--- config.mk ---
export PLATFORM = sky130hd
export DESIGN_NAME = vps_sqrt
export DESIGN_NICKNAME = d
export VERILOG_FILES = /design/src/hdl/vps_pkg.sv /design/src/hdl/vps_sqrt.sv
export SDC_FILE = /design/constraint.sdc
export NUM_CORES = 1
export LEC_CHECK = 0
export BUFFER_PORTS_ARGS = -buffer_cell sky130_fd_sc_hd__clkbuf_2
export CORE_MARGIN = 2
export CORE_UTILIZATION = 45
export CTS_CLUSTER_DIAMETER = 80
export DETAILED_ROUTE_END_ITERATION = 12
export PLACE_DENSITY_LB_ADDON = 0.1
export RECOVER_POWER = 100
export SKIP_CTS_REPAIR_TIMING = 1
export SLEW_MARGIN = 20
export SYNTH_ARGS = -nofsm -noshare
export SYNTH_HDL_FRONTEND = slang
export SYNTH_SLANG_ARGS = --single-unit
--- constraint.sdc ---
create_clock -name clk -period 8 [get_ports clk]
set_input_delay 1.6 -clock clk [delete_from_list [all_inputs] [get_ports clk]]
set_output_delay 1.6 -clock clk [all_outputs]
set_load 0.02 [all_outputs]
--- src/hdl/vps_pkg.sv ---
// shared types, constants and fixed-point helpers for the verlet particle block
// used by vps_mem, vps_sqrt, vps_divider and the top level
package vps_pkg;

  localparam int DEF_MAX_PARTICLES = 256;
  localparam int DEF_FRAC_BITS     = 20;

  localparam int POS_W      = 32;
  localparam int MASS_W     = 16;
  localparam int RAD_W      = 24;
  localparam int CFG_IDX_W  = 3;
  localparam int CFG_DATA_W = 32;

  // square root radicand width (even) and divider widths
  localparam int SQRT_RAD_W = 52;
  localparam int DIV_DVD_W  = 50;
  localparam int DIV_DSR_W  = 26;

  typedef enum logic [1:0] {
    OP_LOAD = 2'd0,
    OP_STEP = 2'd1,
    OP_READ = 2'd2,
    OP_NONE = 2'd3
  } op_t;

  typedef enum logic [CFG_IDX_W-1:0] {
    REG_BOUND_LOW_X  = 3'd0,
    REG_BOUND_LOW_Y  = 3'd1,
    REG_BOUND_HIGH_X = 3'd2,
    REG_BOUND_HIGH_Y = 3'd3,
    REG_COUNT        = 3'd4,
    REG_DAMPING      = 3'd5,
    REG_GRAVITY      = 3'd6,
    REG_PUSH_GAIN    = 3'd7
  } cfg_reg_t;

  typedef struct packed {
    logic signed [POS_W-1:0] x;
    logic signed [POS_W-1:0] y;
    logic signed [POS_W-1:0] px;
    logic signed [POS_W-1:0] py;
  } pos_t;

  typedef struct packed {
    logic [MASS_W-1:0] mass;
    logic [RAD_W-1:0]  radius;
  } attr_t;

  function automatic logic signed [31:0] sat32(input logic signed [35:0] v);
    logic signed [31:0] res;
    if (v > 36'sd2147483647) begin
      res = 32'sh7FFFFFFF;
    end else if (v < -36'sd2147483648) begin
      res = 32'sh80000000;
    end else begin
      res = v[31:0];
    end
    return res;
  endfunction

  // push a coordinate back inside [lo, hi] keeping the radius clear of the wall
  function automatic logic signed [31:0] clamp_wall(input logic signed [31:0] p,
                                                    input logic [RAD_W-1:0] r,
                                                    input logic signed [31:0] lo,
                                                    input logic signed [31:0] hi);
    logic signed [35:0] pe;
    logic signed [35:0] re;
    logic signed [35:0] loe;
    logic signed [35:0] hie;
    logic signed [31:0] res;
    pe  = 36'(p);
    re  = 36'($signed({1'b0, r}));
    loe = 36'(lo);
    hie = 36'(hi);
    if (pe + re > hie) begin
      res = sat32(hie - re);
    end else if (pe - re < loe) begin
      res = sat32(loe + re);
    end else begin
      res = p;
    end
    return res;
  endfunction

endpackage

--- src/hdl/vps_sqrt.sv ---
// iterative integer square root, one result bit per cycle
// depends on vps_pkg for the default radicand width
module vps_sqrt #(
  parameter int RW = vps_pkg::SQRT_RAD_W
) (
  input  logic            clk,
  input  logic            rst_n,
  input  logic            start,
  input  logic [RW-1:0]   radicand,
  output logic            done,
  output logic [RW/2-1:0] root
);

  localparam int QW   = RW / 2;
  localparam int REMW = QW + 4;
  localparam int CNTW = $clog2(QW + 1);

  logic [CNTW-1:0] cnt_r;
  logic            done_r;
  logic [RW-1:0]   rad_r;
  logic [QW-1:0]   root_r;
  logic [REMW-1:0] rem_r;

  logic [REMW-1:0] rem_sh;
  logic [REMW-1:0] trial;
  logic            ge;

  always_comb begin
    rem_sh = {rem_r[REMW-3:0], rad_r[RW-1:RW-2]};
    trial  = {{(REMW-QW-2){1'b0}}, root_r, 2'b01};
    ge     = rem_sh >= trial;
  end

  always_ff @(posedge clk) begin
    if (!rst_n) begin
      cnt_r  <= '0;
      done_r <= 1'b0;
    end else begin
      done_r <= 1'b0;
      if (start) begin
        cnt_r  <= CNTW'(QW);
        rad_r  <= radicand;
        root_r <= '0;
        rem_r  <= '0;
      end else if (cnt_r != '0) begin
        cnt_r  <= cnt_r - CNTW'(1);
        rem_r  <= ge ? (rem_sh - trial) : rem_sh;
        root_r <= {root_r[QW-2:0], ge};
        rad_r  <= {rad_r[RW-3:0], 2'b00};
        if (cnt_r == CNTW'(1)) begin
          done_r <= 1'b1;
        end
      end
    end
  end

  assign done = done_r;
  assign root = root_r;

  a_start_idle: assert property (@(posedge clk) disable iff (!rst_n)
    start |-> (cnt_r == '0)) else $error("sqrt started while busy");

  a_done_idle: assert property (@(posedge clk) disable iff (!rst_n)
    done_r |-> (cnt_r == '0)) else $error("sqrt done while busy");

  a_done_pulse: assert property (@(posedge clk) disable iff (!rst_n)
    done_r |=> !done_r) else $error("sqrt done held");

endmodule

==> results of run 1 <==
## path summary, 6_finish.rpt
check / from / to / depth (start not counted)
max: start / rad_r[49] / 3
min: cnt_r[4] / done / 1
max reg2reg: root[0] / rem_r[21] / 10
min reg2reg: cnt_r[4] / done / 1
## state kept, by name, indices dropped and copies added, names as in the netlist
name	count
rem_r	28
done	1
rad_r	52
cnt_r	5
root	26
## logic make-up (layout without fill, tap and decap cells)
kind of cell	count (synthesis)	in the layout	synth area share [%]
simple gates	139	139	10.8
mux	51	51	9.07
xor+xnor	19	19	2.63
buf+inv	58	135	3.74
compound gates	144	144	15.3
fa+ha+maj	31	31	6.14
flops	112	112	52.3
## layout make-up
cell class                 count  share of cell area, %
sequential                   112                   46.4
multi-input combinational    384                   39.2
timing repair buffer          84                   5.51
clock buffer                  11                   3.41
tap                          180                   3.16
inverter                      35                   1.84
clock inverter                 5                  0.544
## report_power, final
group	leakage [nW]	total (mW)	internal, mW	switching, mW
logic	1.52	0.635	0.258	0.377
clock network	0.137	0.434	0.222	0.212
registers	1.10	0.773	0.738	0.0353
total	2.75	1.84	1.22	0.624
## cells in the mapped netlist (3+ instances only)
cell type	n	area, sq um
nand2_1	19	71.3
ha_1	31	388
nor2b_1	4	25.0
and2_1	4	25.0
mux2_2	50	563
nor2_1	46	173
o21bai_1	3	22.5
a21oi_1	46	230
o21ai_0	17	85.1
buf_2	3	15.0
inv_1	35	131
xor2_1	5	43.8
edfxtp_1	106	3180
o21a_1	9	67.6
o211ai_1	3	22.5
o21ai_1	21	105
and3_1	6	37.5
clkbuf_1	15	56.3
a21o_1	13	97.6
xnor2_1	14	123
dfxtp_1	6	120
buf_1	3	11.3
a31oi_1	3	18.8
nand4_1	3	18.8
nor3_1	12	60.1
nand3_1	31	155
## stage by stage
step           hold slack (ps)  setup slack, ps
2_1_floorplan              429             2940
3_3_place_gp               453             4120
3_5_place_dp               455             4100
4_1_cts                    475             4470
5_1_grt                    509             2770
6_report                   479             3140
## routing by layer
layer  vias to the layer above  global-route usage, %  share of wire, %
met5                         -                      0                 0
met4                         0                   4.67              0.97
met3                         9                   5.07               3.9
met2                        81                   30.2                50
met1                      2185                   23.7                45
li1                       2204                      -                 -
==> results.cfg, run 1 <==
[outcome]
status = finished with violations
violations = capacitance limit, slew limit

[timing]
min_period_ps = 4860
hold_violations = 0
tightestPinTransition_ps = 2440
finClkSkew_ps = 11.1
final_max_slew_viol_count = 52
setup_tns_ps = 0
max_freq_mhz = 206
setup_violations = 0
fin_crit_sh_pct = 60.8
rsz0062_at_grt = false
slew_headroom_pct = -62.6

[global_routing]
track_usage_pct = 18.3
grt_pass1_vias = 4477
grt.overflow.total = 0
antenna_found_initial = 0
grt_max_degree = 73
grt_pass1_wl_um = 21600

[worst_setup_path]
r2r_setup_slack_ps = 4910
endpoint_kind = flip-flop
cp_data_required_time_ps = 7980
worst-path-buf-inv = 2
path_cells = clkbuf_1 -> o21a_4 -> buf_4
cp_slowest_stage_delay_ps = 1700
path_delay_family = buffers and inverters
crit_type = in2reg
startpoint_type = input port
path_max_fanout = 72
arrival_ps = 4850
slowest_stage = clkbuf_1

[power]
power_mw = 1.84
p_leak_nw = 2.75
p_per_area_nw_per_um2 = 259
vdd_ir_drop_max_mv = 0.154

[placed_design]
io_buffers = 81
dp_hpwl_um = 8720
dp.cells = 795
post_dp_cell_area_sq_um = 6880
gp_congestion = 0.845

[finish]
ff_latch_area_sq_um = 3300
fillers = 1332
instances_no_fill = 811
fin_area_sq_um = 7130
drive_gt1_share_pct = 22.0
layout_commonest_cell = edfxtp_1
antennaDiodeCount = 0
final_nets = 712
most-common-layout-cells = edfxtp_1 (106), clkbuf_2 (53), mux2_2 (50)
post-route-util_pct = 51.7
multiInputGateArea_sq_um = 2790
area_growth_pct = 12.8

[floorplanning]
core_sq_um = 13800
die_h_um = 122
ioPinCount = 82
fp.dieArea_sq_um = 15000
num_rows = 43
initial_core_util_pct = 45.9
die_w_um = 122

[logic_synthesis]
netlist_instances = 554
syn_avg_cell_area_sq_um = 11.4
synthFlopType = edfxtp_1
yosysWarnings = 0
netlist_area_sq_um = 6320
ys_ff_latch = 112
synth_cell_types = 60
syn_nets = 640
synth_edf_count = 106
async_flop_share_pct = 0
ys_seq_area_share_pct = 52.3

[clock_network]
cts_max_path_buffers = 2
cts_root_buffer = clkbuf_16
cts_buffers = 9
cts_num_sinks = 112
clk_pin_slew_ps = 70
clk-insertion-delay-late_ps = 360
htreeDepth = 3
cts_tree = built

[route]
detail-route-antenna-nets = 0
vias_per_cell = 5.52
firstDrtPassIters = 4
drtIter0Drc = 289
drc_errors = 0
finalWirelength_um = 12800
routedWlPerCell_um = 15.8
via_count = 4479

[min_path]
hold_class = reg2reg

[flow_run]
drv_cap = 1
Power figures use the tool's default switching activity.
==> inputs of run 2 (changes only) <==
clock period = 4.9 ns   (was 8 ns; I/O delays follow)
==> run 2 against run 1 <==
  * The flow now finishes without violations
  * Power rose by 63%
  * Worst setup slack got worse by 1800 ps
  * Worst hold slack barely moved
  * Register-to-register slack got worse by 3600 ps
  * Critical path depth rose by 6
  * Cell count rose by 0.12%
  * Non-clock buffer count rose by 1
  * Clock power rose by 65%
  * Utilization fell by 0.16 points
  * Sequential power rose by 63%
  * Cell area fell by 0.32%
  * First-iteration DRC count fell by 3.1%
  * Largest cell class unchanged
  * Highest routed layer unchanged
==> results.cfg, run 2 (synthesis results as in run 1) <==
[finish]
post-route-util_pct = 51.6
most-common-layout-cells = edfxtp_1 (106), clkbuf_2 (53), mux2_2 (50)
area_growth_pct = 12.4
drive_gt1_share_pct = 21.8
antennaDiodeCount = 0
layout_commonest_cell = edfxtp_1
final_nets = 713
largest_reg_flops = 52
fillers = 1309
regMostFlops = rad_r

[timing]
slew_headroom_pct = 4.85
setup_tns_ps = 0
hold_violations = 0
min_period_ps = 3580
final_max_slew_viol_count = 0
finClkSkew_ps = 10.6
tightestPinTransition_ps = 1430
max_freq_mhz = 279
fin_crit_sh_pct = 73.0
setup_violations = 0
rsz0062_at_grt = false

[route]
vias_per_cell = 5.56
finalWirelength_um = 13000
drtIter0Drc = 280
firstDrtPassIters = 4
drc_errors = 0
detail-route-antenna-nets = 0
routedWlPerCell_um = 16.0
via_count = 4513

[flow_run]
drv_cap = 0

[worst_setup_path]
r2r_setup_slack_ps = 1320
path_depth = 9
regToRegEndpoint = rem_r[21]
crit_type = reg2reg
r2r_cells = 9
arrival_ps = 3660
path_delay_family = compound AO/OA/AOI/OAI gates
path_cells = ha_1 -> a211oi_2 -> o21ai_0 -> a211oi_1 -> nand3_2 -> a31oi_1 -> a21o_1 -> a22o_1 -> a21oi_1
path_max_fanout = 30
r2r-start = rem_r[7]
slowest_stage = a21o_1
worst-path-buf-inv = 0
cp_slowest_stage_delay_ps = 900
cp_data_required_time_ps = 4980
startpoint_type = flip-flop
endpoint_kind = flip-flop

[clock_network]
cts_tree = built
clk_pin_slew_ps = 80
clk-insertion-delay-late_ps = 360
cts_max_path_buffers = 2
cts_root_buffer = clkbuf_16
htreeDepth = 3
cts_buffers = 9
cts_num_sinks = 112

[global_routing]
grt_pass1_vias = 4522
track_usage_pct = 18.1
antenna_found_initial = 0
grt_max_degree = 59
grt_pass1_wl_um = 21400
grt.overflow.total = 0

[power]
p_per_area_nw_per_um2 = 423
power_mw = 3.00
vdd_ir_drop_max_mv = 0.283
p_leak_nw = 2.75

[floorplanning]
num_rows = 43
initial_core_util_pct = 45.9
die_h_um = 122
core_sq_um = 13800
ioPinCount = 82
fp.dieArea_sq_um = 15000
die_w_um = 122

[placed_design]
gp_congestion = 0.849
io_buffers = 81
dp_hpwl_um = 8860

[min_path]
min_from = cnt_r[4]
hold_depth = 1
min_to = done
hold_class = reg2reg

[outcome]
status = completed
-- run 2: cell count changes in the layout (fill, tap and decap cells not counted), sizes merged --
| cell | previous run | this run |
|---|---|---|
| buf | 3 | 4 |
| clkbuf | 92 | 91 |
| clkinv | 2 | 1 |
| inv | 37 | 39 |
-- run 2: cell type report --
class | instances | area, sq um | area share, %
tap | 180 | 225 | 3.17
clock inverter | 6 | 50.0 | 0.705
clock buffer | 10 | 229 | 3.22
inverter | 35 | 131 | 1.85
sequential | 112 | 3300 | 46.5
timing repair buffer | 85 | 400 | 5.64
multi-input combinational | 384 | 2760 | 38.9
-- run 2: stage by stage --
stage,instance area (sq um),worst slack (ps),std cells,hold slack [ps]
floorplan,6320,456,554,429
global placement,6890,1720,796,459
detailed placement,6890,1670,796,462
CTS,7170,1860,812,477
global route,7100,901,812,521
finish,7100,1320,812,479
-- run 2: worst reg2reg max path: cells and delay by family (launching register included) --
family	cells	cell delay, ps
AO/OA/AOI/OAI	7	2360
flip-flops	1	420
adder cells (fa/ha/maj)	1	410
AND/OR/NAND/NOR	1	110
-- run 2: report_power, final --
part / leakage [nW] / switching, mW / total (mW) / internal [mW]
combinational: 1.52 / 0.616 / 1.03 / 0.414
clock: 0.136 / 0.360 / 0.714 / 0.354
sequential: 1.10 / 0.0561 / 1.26 / 1.20
-- run 2: how the worst max path moves through the flow --
stage,startpoint,end,slack (ps)
after floorplan,start,rad_r[0],460
after global placement,start,rad_r[40],1720
after detailed placement,start,rad_r[32],1670
after CTS,root[0],rem_r[21],1860
after global routing,root[8],rem_r[21],900
final,rem_r[7],rem_r[21],1320
-- run 2: metal layers --
layer	routed length (um)	share of wire, %	GRT usage (%)	vias to the layer above
met3	606	4.7	5.53	20
met5	0	0	0	-
met1	5730	44	22.3	2181
met2	6420	50	30.5	101
met4	211	1.6	5.82	0
li1	-	-	-	2211
