### src/hdl/vps_pkg.sv
// shared types, constants and fixed-point helpers for the verlet particle block
// used by vps_mem, vps_sqrt, vps_divider and the top level
package vps_pkg;

  localparam int DEF_MAX_PARTICLES = 256;
  localparam int DEF_FRAC_BITS     = 20;

  localparam int POS_W      = 32;
  localparam int MASS_W     = 16;
  localparam int RAD_W      = 24;
  localparam int CFG_IDX_W  = 3;
  localparam int CFG_DATA_W = 32;

  // square root radicand width (even) and divider widths
  localparam int SQRT_RAD_W = 52;
  localparam int DIV_DVD_W  = 50;
  localparam int DIV_DSR_W  = 26;

  typedef enum logic [1:0] {
    OP_LOAD = 2'd0,
    OP_STEP = 2'd1,
    OP_READ = 2'd2,
    OP_NONE = 2'd3
  } op_t;

  typedef enum logic [CFG_IDX_W-1:0] {
    REG_BOUND_LOW_X  = 3'd0,
    REG_BOUND_LOW_Y  = 3'd1,
    REG_BOUND_HIGH_X = 3'd2,
    REG_BOUND_HIGH_Y = 3'd3,
    REG_COUNT        = 3'd4,
    REG_DAMPING      = 3'd5,
    REG_GRAVITY      = 3'd6,
    REG_PUSH_GAIN    = 3'd7
  } cfg_reg_t;

  typedef struct packed {
    logic signed [POS_W-1:0] x;
    logic signed [POS_W-1:0] y;
    logic signed [POS_W-1:0] px;
    logic signed [POS_W-1:0] py;
  } pos_t;

  typedef struct packed {
    logic [MASS_W-1:0] mass;
    logic [RAD_W-1:0]  radius;
  } attr_t;

  function automatic logic signed [31:0] sat32(input logic signed [35:0] v);
    logic signed [31:0] res;
    if (v > 36'sd2147483647) begin
      res = 32'sh7FFFFFFF;
    end else if (v < -36'sd2147483648) begin
      res = 32'sh80000000;
    end else begin
      res = v[31:0];
    end
    return res;
  endfunction

  // push a coordinate back inside [lo, hi] keeping the radius clear of the wall
  function automatic logic signed [31:0] clamp_wall(input logic signed [31:0] p,
                                                    input logic [RAD_W-1:0] r,
                                                    input logic signed [31:0] lo,
                                                    input logic signed [31:0] hi);
    logic signed [35:0] pe;
    logic signed [35:0] re;
    logic signed [35:0] loe;
    logic signed [35:0] hie;
    logic signed [31:0] res;
    pe  = 36'(p);
    re  = 36'($signed({1'b0, r}));
    loe = 36'(lo);
    hie = 36'(hi);
    if (pe + re > hie) begin
      res = sat32(hie - re);
    end else if (pe - re < loe) begin
      res = sat32(loe + re);
    end else begin
      res = p;
    end
    return res;
  endfunction

endpackage

### src/hdl/vps_divider.sv
// iterative restoring divider, one quotient bit per cycle
// shared by the collision path; depends on vps_pkg for default widths
module vps_divider #(
  parameter int DVW = vps_pkg::DIV_DVD_W,
  parameter int DSW = vps_pkg::DIV_DSR_W
) (
  input  logic           clk,
  input  logic           rst_n,
  input  logic           start,
  input  logic [DVW-1:0] dividend,
  input  logic [DSW-1:0] divisor,
  output logic           done,
  output logic [DVW-1:0] quotient
);

  localparam int CNTW = $clog2(DVW + 1);

  logic [CNTW-1:0] cnt_r;
  logic            done_r;
  logic [DSW-1:0]  rem_r;
  logic [DSW-1:0]  dsr_r;
  logic [DVW-1:0]  quo_r;

  logic [DSW:0] rem_sh;
  logic [DSW:0] diff;
  logic         ge;

  always_comb begin
    rem_sh = {rem_r, quo_r[DVW-1]};
    diff   = rem_sh - {1'b0, dsr_r};
    ge     = rem_sh >= {1'b0, dsr_r};
  end

  always_ff @(posedge clk) begin
    if (!rst_n) begin
      cnt_r  <= '0;
      done_r <= 1'b0;
    end else begin
      done_r <= 1'b0;
      if (start) begin
        cnt_r <= CNTW'(DVW);
        rem_r <= '0;
        quo_r <= dividend;
        dsr_r <= divisor;
      end else if (cnt_r != '0) begin
        cnt_r <= cnt_r - CNTW'(1);
        rem_r <= ge ? diff[DSW-1:0] : rem_sh[DSW-1:0];
        quo_r <= {quo_r[DVW-2:0], ge};
        if (cnt_r == CNTW'(1)) begin
          done_r <= 1'b1;
        end
      end
    end
  end

  assign done     = done_r;
  assign quotient = quo_r;

  a_start_idle: assert property (@(posedge clk) disable iff (!rst_n)
    start |-> (cnt_r == '0)) else $error("divider started while busy");

  a_nonzero_div: assert property (@(posedge clk) disable iff (!rst_n)
    (cnt_r != '0) |-> (dsr_r != '0)) else $error("divide by zero");

  a_done_idle: assert property (@(posedge clk) disable iff (!rst_n)
    done_r |-> (cnt_r == '0)) else $error("divider done while busy");

endmodule

### config.mk
export PLATFORM = sky130hd
export DESIGN_NAME = vps_divider
export DESIGN_NICKNAME = d
export VERILOG_FILES = /design/src/hdl/vps_pkg.sv /design/src/hdl/vps_divider.sv
export SDC_FILE = /design/constraint.sdc
export NUM_CORES = 1
export LEC_CHECK = 0
export BUFFER_PORTS_ARGS = -buffer_cell sky130_fd_sc_hd__buf_2
export CAP_MARGIN = 5
export CORE_AREA = 5 5 116 118
export DETAILED_ROUTE_END_ITERATION = 10
export DIE_AREA = 0 0 121 123
export PLACE_DENSITY_LB_ADDON = 0.15
export REMOVE_ABC_BUFFERS = 1
export SLEW_MARGIN = 20
export SYNTH_ARGS = -nofsm -noshare
export SYNTH_HDL_FRONTEND = slang
export SYNTH_SLANG_ARGS = --single-unit
### constraint.sdc
create_clock -name clk -period 2.8 [get_ports clk]
set_input_delay 0.56 -clock clk [delete_from_list [all_inputs] [get_ports clk]]
set_output_delay 0.56 -clock clk [all_outputs]
set_load 0.05 [all_outputs]
==> Flow_metrics.wiki, run 1 <==
{| class="wikitable"
! Metric !! Value
|-
| Clk root buf || clkbuf_16
|-
| Most common cell after layout, fill and taps aside || buf_2
|-
| Multi-input combinational cell area || 0.00252 mm2
|-
| Clock insertion delay at the later pin of the skew report || 350 ps
|-
| Post-synthesis average cell area || 12.3 um2
|-
| Leakage || 3.09 nW
|-
| Via count of the first global-routing pass || 4395
|-
| Yosys Warn Count || 0
|-
| Hold Vio Cnt, Final || 0
|-
| Initial Util || 48.1%
|-
| Pre-CTS setup slack || -8.54 ps
|-
| Total of hold buffers inserted after clock tree synthesis || 0
|-
| Power density cells || 827 mW/mm2
|-
| Outcome || finished clean
|-
| Area of placed instances || 0.00691 mm2
|-
| Total vias in the final route || 4241
|-
| Number of enable-type register cells in the synthesized netlist || 102
|-
| Height of the die || 123 um
|-
| Unique cell type count in the Yosys netlist || 54
|-
| Detailed-routing iteration count for the pre-antenna-repair pass || 4
|-
| Sequential-to-total area share from yosys stat || 53.9%
|-
| Most used cell, CP || nor2_1
|-
| Achievable Freq || 0.379 GHz
|-
| Post-detailed-route count of antenna-violating nets || 0
|-
| Count of max-cap constraint violations || 0
|-
| Area growth, synth to finish || 22.8%
|-
| Post-route fraction of the period consumed by the critical path || 94.3%
|-
| Post-synthesis async set-or-reset flop share || 0%
|-
| # diodes || 0
|-
| Number of instances in the placed design || 790
|-
| Io pins || 130
|-
| Number of clock buffers inserted by TritonCTS || 9
|-
| H-tree level count || 3
|-
| Layout fillers || 1039
|-
| Synth area leaders || edfxtp_1 (52%), mux2_2 (9.5%), ha_1 (6.1%), mux2i_1 (2.9%), xnor2_1 (2.8%)
|-
| Post-layout utilization of the core || 59.0%
|-
| Layout Nets || 740
|-
| Die extent in x || 121 um
|-
| Longest Clk Path Bufs || 2
|-
| Die Area || 0.0149 mm2
|-
| Wire length after detailed routing || 12.7 mm
|-
| Number of buffers added on ports || 129
|-
| Number of vias per cell || 5.25
|-
| Standard-cell rows || 41
|-
| Sequential cell area || 0.00320 mm2
|-
| Crit-path slowest cell || edfxtp_1
|-
| GRT overflow || 0
|-
| Final sum of negative setup slack || 0 ps
|-
| Actual slew at the worst max-slew pin || 614 ps
|-
| Critical path startpoint category || register
|-
| Worst EP required || 2890 ps
|-
| Maximum number of pins on one net before global-route repair || 70
|-
| Worst hold slack across all endpoints || 375 ps
|-
| Critical path arrival || 2730 ps
|-
| CTS tree || yes
|-
| Count of pins over their slew limit || 0
|-
| Cells after synthesis || 485
|-
| Synthesized flop and latch total || 109
|-
| Maximum single-stage delay on the critical path || 410 ps
|-
| Clock Sinks || 109
|-
| Setup CP Type || register to register
|-
| Top FF cell, synth || edfxtp_1
|-
| Maximum ir drop on the vdd rail || 0.551 mV
|-
| HP Class || input pin to register
|-
| Worst clock skew on the final layout || 11.3 ps
|-
| Initial drt markers || 238
|-
| # DRC || 0
|-
| Kind of end point of the critical path || register
|-
| Placer's final routability congestion estimate || 0.890
|-
| Biggest area consumer among synthesized cells || edfxtp_1
|-
| Global-route wire length before repair || 21.0 mm
|-
| Crit path max fanout || 12
|-
| Area share of the largest cell type after synthesis || 51.5%
|-
| Rel. slew slack || 59.0%
|-
| DR WL/cell || 15.8 um
|-
| Final cell count without fillers || 808
|-
| Overall global routing resource usage || 17.7%
|-
| Post-layout minimum cycle time || 2640 ps
|-
| Min setup slack post-route || 160 ps
|-
| Final cell area excluding filler cells || 0.00729 mm2
|-
| Final HPWL from detailed placement || 9.16 mm
|-
| Initial antenna violation count || 0
|-
| Number of failing setup endpoints in the final timing report || 0
|-
| Cells traversed along the worst timing path || ha_2, nor2_1, a211oi_2, o21ai_2, a211o_1, a31o_1, nand3_4, buf_12, mux2i_1, nor2_1
|-
| Commonest cells after routing, fill and taps aside || buf_2 (129), edfxtp_1 (102), mux2_2 (50)
|-
| Mapped cell area || 0.00594 mm2
|-
| Power Total || 6.03 mW
|-
| Clock-pin slew of the registers on the worst-case setup and hold paths || 80 ps
|-
| Floorplan Core Area || 0.0124 mm2
|-
| Ratio of cells with drive above 1 in the final layout || 38.4%
|}
## final timing paths
| kind | from | cells past startpoint | endpoint | slack (ps) |
|---|---|---|---|---|
| min | divisor[4] | 1 | dsr_r[4] | 370 |
| max | rem_r[1] | 10 | rem_r[18] | 160 |
| max reg2reg | rem_r[1] | 10 | rem_r[18] | 160 |
| min reg2reg | cnt_r[3] | 2 | cnt_r[3] | 570 |
## logic make-up after synthesis
| family | count (synthesis) | share of synthesized area (%) |
|---|---|---|
| AOI/OAI and AO/OA | 89 | 10.0 |
| adders and majority gates | 30 | 6.44 |
| DFF | 109 | 53.9 |
| buffers and inverters | 58 | 4.51 |
| and+or+nand+nor | 104 | 8.65 |
| muxes | 67 | 12.3 |
| xor gates and xnor gates | 28 | 4.13 |
## synth_stat cells (6+ instances only)
master	n
a211oi_2	6
a21o_1	7
a21oi_1	32
clkbuf_1	10
dfxtp_1	7
edfxtp_1	102
ha_1	29
inv_1	39
mux2_2	50
mux2i_1	17
nand2_1	28
nand3_1	13
nor2_1	31
o21ai_0	13
xnor2_1	19
xor2_1	9
## power by group
| part | total, mW | switching (mW) | leakage [nW] | internal (mW) |
|---|---|---|---|---|
| Clock | 1.32 | 0.611 | 0.147 | 0.710 |
| Combinational | 2.43 | 1.42 | 1.89 | 1.01 |
| Sequential | 2.28 | 0.145 | 1.05 | 2.13 |
## layout make-up
type,count,share of cell area (%)
flip-flops and latches,109,43.9
multi-input cells,318,34.5
repair buffers,153,12.4
clock buffers,11,3.19
well taps,172,2.95
inverters,40,2.06
clock inverters,5,0.926
## sequential cells by signal, indices dropped and copies added (netlist names)
name      cells
cnt_r         6
done          1
dsr_r        26
quotient     50
rem_r        26
## worst max-delay path, delay by kind of cell (launching register included)
kind	cells	cell delay (ps)
AOI/OAI and AO/OA	4	940
adders and majority gates	1	400
buffers and inverters	1	170
DFF	1	410
muxes	1	210
and+or+nand+nor	3	240
## metal layers
layer	vias to the layer above	part of all wire [%]	global-route usage [%]
met1	2027	42	21.2
met4	0	1.1	5.24
met2	126	48	29.7
li1	2079	-	-
met5	-	0	0
met3	9	8.7	7.00
## repair_timing
action	in CTS	in global routing
setup buffers	0	1
gates resized for setup	1	9
pin swaps	1	5
cloned	0	1
setup endpoints to repair	2	14
Note: power is estimated with default switching activity, not from simulation.
==> run 2: changes to the inputs <==
--- a/config.mk
+++ b/config.mk
@@ -6,10 +6,10 @@
 export NUM_CORES = 1
 export LEC_CHECK = 0
 export BUFFER_PORTS_ARGS = -buffer_cell sky130_fd_sc_hd__buf_2
-export CAP_MARGIN = 5
-export CORE_AREA = 5 5 116 118
+export CAP_MARGIN = 20
+export CORE_AREA = 5 5 101 122
 export DETAILED_ROUTE_END_ITERATION = 10
-export DIE_AREA = 0 0 121 123
+export DIE_AREA = 0 0 106 127
 export PLACE_DENSITY_LB_ADDON = 0.15
 export REMOVE_ABC_BUFFERS = 1
 export SLEW_MARGIN = 20
==> constraint.sdc (replaced) <==
create_clock -name clk -period 2.68 [get_ports clk]
set_input_delay 0.536 -clock clk [delete_from_list [all_inputs] [get_ports clk]]
set_output_delay 0.536 -clock clk [all_outputs]
set_load 0.05 [all_outputs]
==> run 2 against run 1 <==
  * Sequential cell count stayed put
  * The flow now finishes with violations (negative setup slack)
  * Hold slack got worse by 12 ps
  * Highest routed layer unchanged
  * Critical path depth is 2 higher
  * Cell count fell by 0.50%
  * Non-clock buffer count grew 36
  * Sequential power is 4% higher
  * Routed wire length rose by 5.7%
  * Clock skew increased by 1.9 ps
  * Combinational power is 21% higher
==> Flow_metrics.wiki, run 2 (synthesized netlist as in run 1, its figures left out) <==
{| class="wikitable"
! Metric !! Value
|-
| Post-layout utilization of the core || 70.0% (+11 points)
|-
| Buf+Inv Stages, Crit Path || 3 (+2)
|-
| Achievable Freq || 0.358 GHz (-5.4%)
|-
| # diodes || 0 (unchanged)
|-
| Min setup slack post-route || -112 ps (-272 ps)
|-
| Floorplan Core Area || 0.0109 mm2 (-12%)
|-
| Worst clock skew on the final layout || 13.1 ps (+1.89 ps)
|-
| Violations in the final reports || negative setup slack
|-
| Clock Sinks || 109 (unchanged)
|-
| Io pins || 130 (unchanged)
|-
| CTS tree || yes
|-
| Layout fillers || 807 (-22%)
|-
| Commonest cells after routing, fill and taps aside || buf_2 (129), edfxtp_1 (102), buf_4 (53)
|-
| Rel. slew slack || 61.5% (+2.4 points)
|-
| Actual slew at the worst max-slew pin || 578 ps (-35.9 ps)
|-
| Crit-path slowest cell || edfxtp_1
|-
| Area growth, synth to finish || 28.8%
|-
| DR WL/cell || 16.7 um (+6.2%)
|-
| Initial drt markers || 206 (-13%)
|-
| Outcome || finished, violations left
|-
| Die extent in x || 106 um (-12%)
|-
| Wire length after detailed routing || 13.4 mm (+5.7%)
|-
| Number of clock buffers inserted by TritonCTS || 9 (unchanged)
|-
| Area of placed instances || 0.00695 mm2 (+0.54%)
|-
| Number of buffers added on ports || 129 (unchanged)
|-
| Worst reg2reg path depth || 12 (+2)
|-
| Cells traversed along the worst timing path || ha_4, nand2b_4, a211oi_4, o21ai_2, buf_6, a211o_1, a31o_1, nand3_4, buf_12, buf_12, mux2i_1, nor2_1
|-
| Ratio of cells with drive above 1 in the final layout || 44.6% (+6.3 points)
|-
| Count of pins over their slew limit || 0 (unchanged)
|-
| Met2 Routed Length || 6.91 mm (+12%)
|-
| Die Area || 0.0135 mm2 (-9.5%)
|-
| Largest register FFs || 50 (unchanged)
|-
| Crit path max fanout || 8 (-4)
|-
| Setup CP Type || register to register
|-
| Longest Clk Path Bufs || 2 (unchanged)
|-
| Largest delay share family, worst path || compound AO/OA/AOI/OAI gates
|-
| Worst R2R End || rem_r[3]
|-
| Depth of the worst hold-timing path || 1 (unchanged)
|-
| Hold Vio Cnt, Final || 0 (unchanged)
|-
| GRT overflow || 0 (unchanged)
|-
| Layout Nets || 776 (+4.9%)
|-
| Reg2reg setup slack || -110 ps (-270 ps)
|-
| Final sum of negative setup slack || -1200 ps (-1200 ps)
|-
| Detail Route met3 WL || 1.05 mm (-5.5%)
|-
| Clock insertion delay at the later pin of the skew report || 340 ps (about the same)
|-
| Detailed-routing iteration count for the pre-antenna-repair pass || 4 (unchanged)
|-
| Most common cell after layout, fill and taps aside || buf_2
|-
| H-tree level count || 3 (unchanged)
|-
| Clk root buf || clkbuf_16
|-
| Kind of end point of the critical path || register
|-
| Final HPWL from detailed placement || 9.34 mm (+2.0%)
|-
| Worst hold slack across all endpoints || 363 ps (-11.7 ps)
|-
| Critical path arrival || 2870 ps (+140 ps)
|-
| Total vias in the final route || 4350 (+2.6%)
|-
| Post-layout minimum cycle time || 2790 ps (+152 ps)
|-
| Worst EP required || 2760 ps (-130 ps)
|-
| Pre-CTS setup slack || -112 ps (-103 ps)
|-
| Count of max-cap constraint violations || 0 (unchanged)
|-
| Standard-cell rows || 42 (+2.4%)
|-
| Highest Signal Layer || met4
|-
| Total of hold buffers inserted after clock tree synthesis || 0 (unchanged)
|-
| Most used cell, CP || buf_12
|-
| Final cell area excluding filler cells || 0.00765 mm2 (+4.9%)
|-
| Hold Crit Start || divisor[23]
|-
| Number of vias per cell || 5.41 (+3.1%)
|-
| Initial Util || 54.4% (+6.3 points)
|-
| HP Class || input pin to register
|-
| Initial antenna violation count || 0 (unchanged)
|-
| Power density cells || 877 mW/mm2 (+6.1%)
|-
| Maximum number of pins on one net before global-route repair || 49 (-30%)
|-
| Global-route wire length before repair || 21.1 mm (+0.62%)
|-
| Power Total || 6.71 mW (+11%)
|-
| Overall global routing resource usage || 19.2% (+1.5 points)
|-
| Placer's final routability congestion estimate || 0.857 (-3.7%)
|-
| Number of failing setup endpoints in the final timing report || 20 (+20)
|-
| Final cell count without fillers || 804 (-0.50%)
|-
| Post-route fraction of the period consumed by the critical path || 104% (+9.9 points)
|-
| Via count of the first global-routing pass || 4503 (+2.5%)
|-
| Height of the die || 127 um (+3.3%)
|-
| End point of the worst hold path || dsr_r[23]
|-
| Clock-pin slew of the registers on the worst-case setup and hold paths || 80 ps (about the same)
|-
| # DRC || 0 (unchanged)
|-
| Maximum single-stage delay on the critical path || 450 ps (+40 ps)
|-
| Post-detailed-route count of antenna-violating nets || 0 (unchanged)
|-
| Critical path startpoint category || register
|-
| Leakage || 3.28 nW (+6.3%)
|-
| Unrepaired setup endpoints after global routing || yes
|-
| Maximum ir drop on the vdd rail || 0.511 mV (-7.3%)
|-
| Routed length on met1 || 5.32 mm (+0.30%)
|-
| Launching point of the worst reg2reg path || rem_r[0]
|-
| Number of instances in the placed design || 765 (-3.2%)
|}
[run 2: cell count changes in the layout (fill, tap and decap cells not counted), sizes merged]
cell | previous run | this run
buf | 152 | 189
inv | 42 | 41
[run 2: layer usage]
layer  vias up  GRT usage (%)
li1       2146              -
met1      2071           23.5
met2       121           32.8
met3        12           6.51
met4         0           4.80
met5         -              0
[run 2: layout make-up]
class / count / area (um2) / area share, %
Clock buffer: 12 / 258 / 3.37
Timing Repair Buffer: 189 / 1170 / 15.4
Tap cell: 132 / 165 / 2.16
Sequential cell: 109 / 3200 / 41.9
Clock inverter: 4 / 52.6 / 0.687
Multi-Input combinational cell: 318 / 2650 / 34.6
Inverter: 40 / 150 / 1.96
[run 2: worst max path at each step]
stage | to | startpoint | cells after the start | slack [ps]
after floorplan | rem_r[22] | quotient[49] | 12 | -290
after global placement | rem_r[22] | quotient[49] | 12 | -40
after detailed placement | rem_r[22] | quotient[49] | 12 | -110
after CTS | rem_r[22] | quotient[49] | 12 | -40
after global routing | rem_r[5] | rem_r[0] | 12 | -170
final | rem_r[3] | rem_r[0] | 12 | -110
[run 2: repair_timing]
item / 4_1_cts / 5_1_grt
gates resized for setup: 4 / 32
buffers inserted: 4 / 19
pin swaps: 2 / 20
endpoints found under the setup margin: 18 / 27
[run 2: power by group]
part,internal (mW),leakage (nW),total (mW),switching (mW)
Sequential,2.23,1.05,2.38,0.156
Clock,0.789,0.153,1.40,0.607
Combinational,1.32,2.08,2.93,1.62
Total,4.33,3.28,6.71,2.38
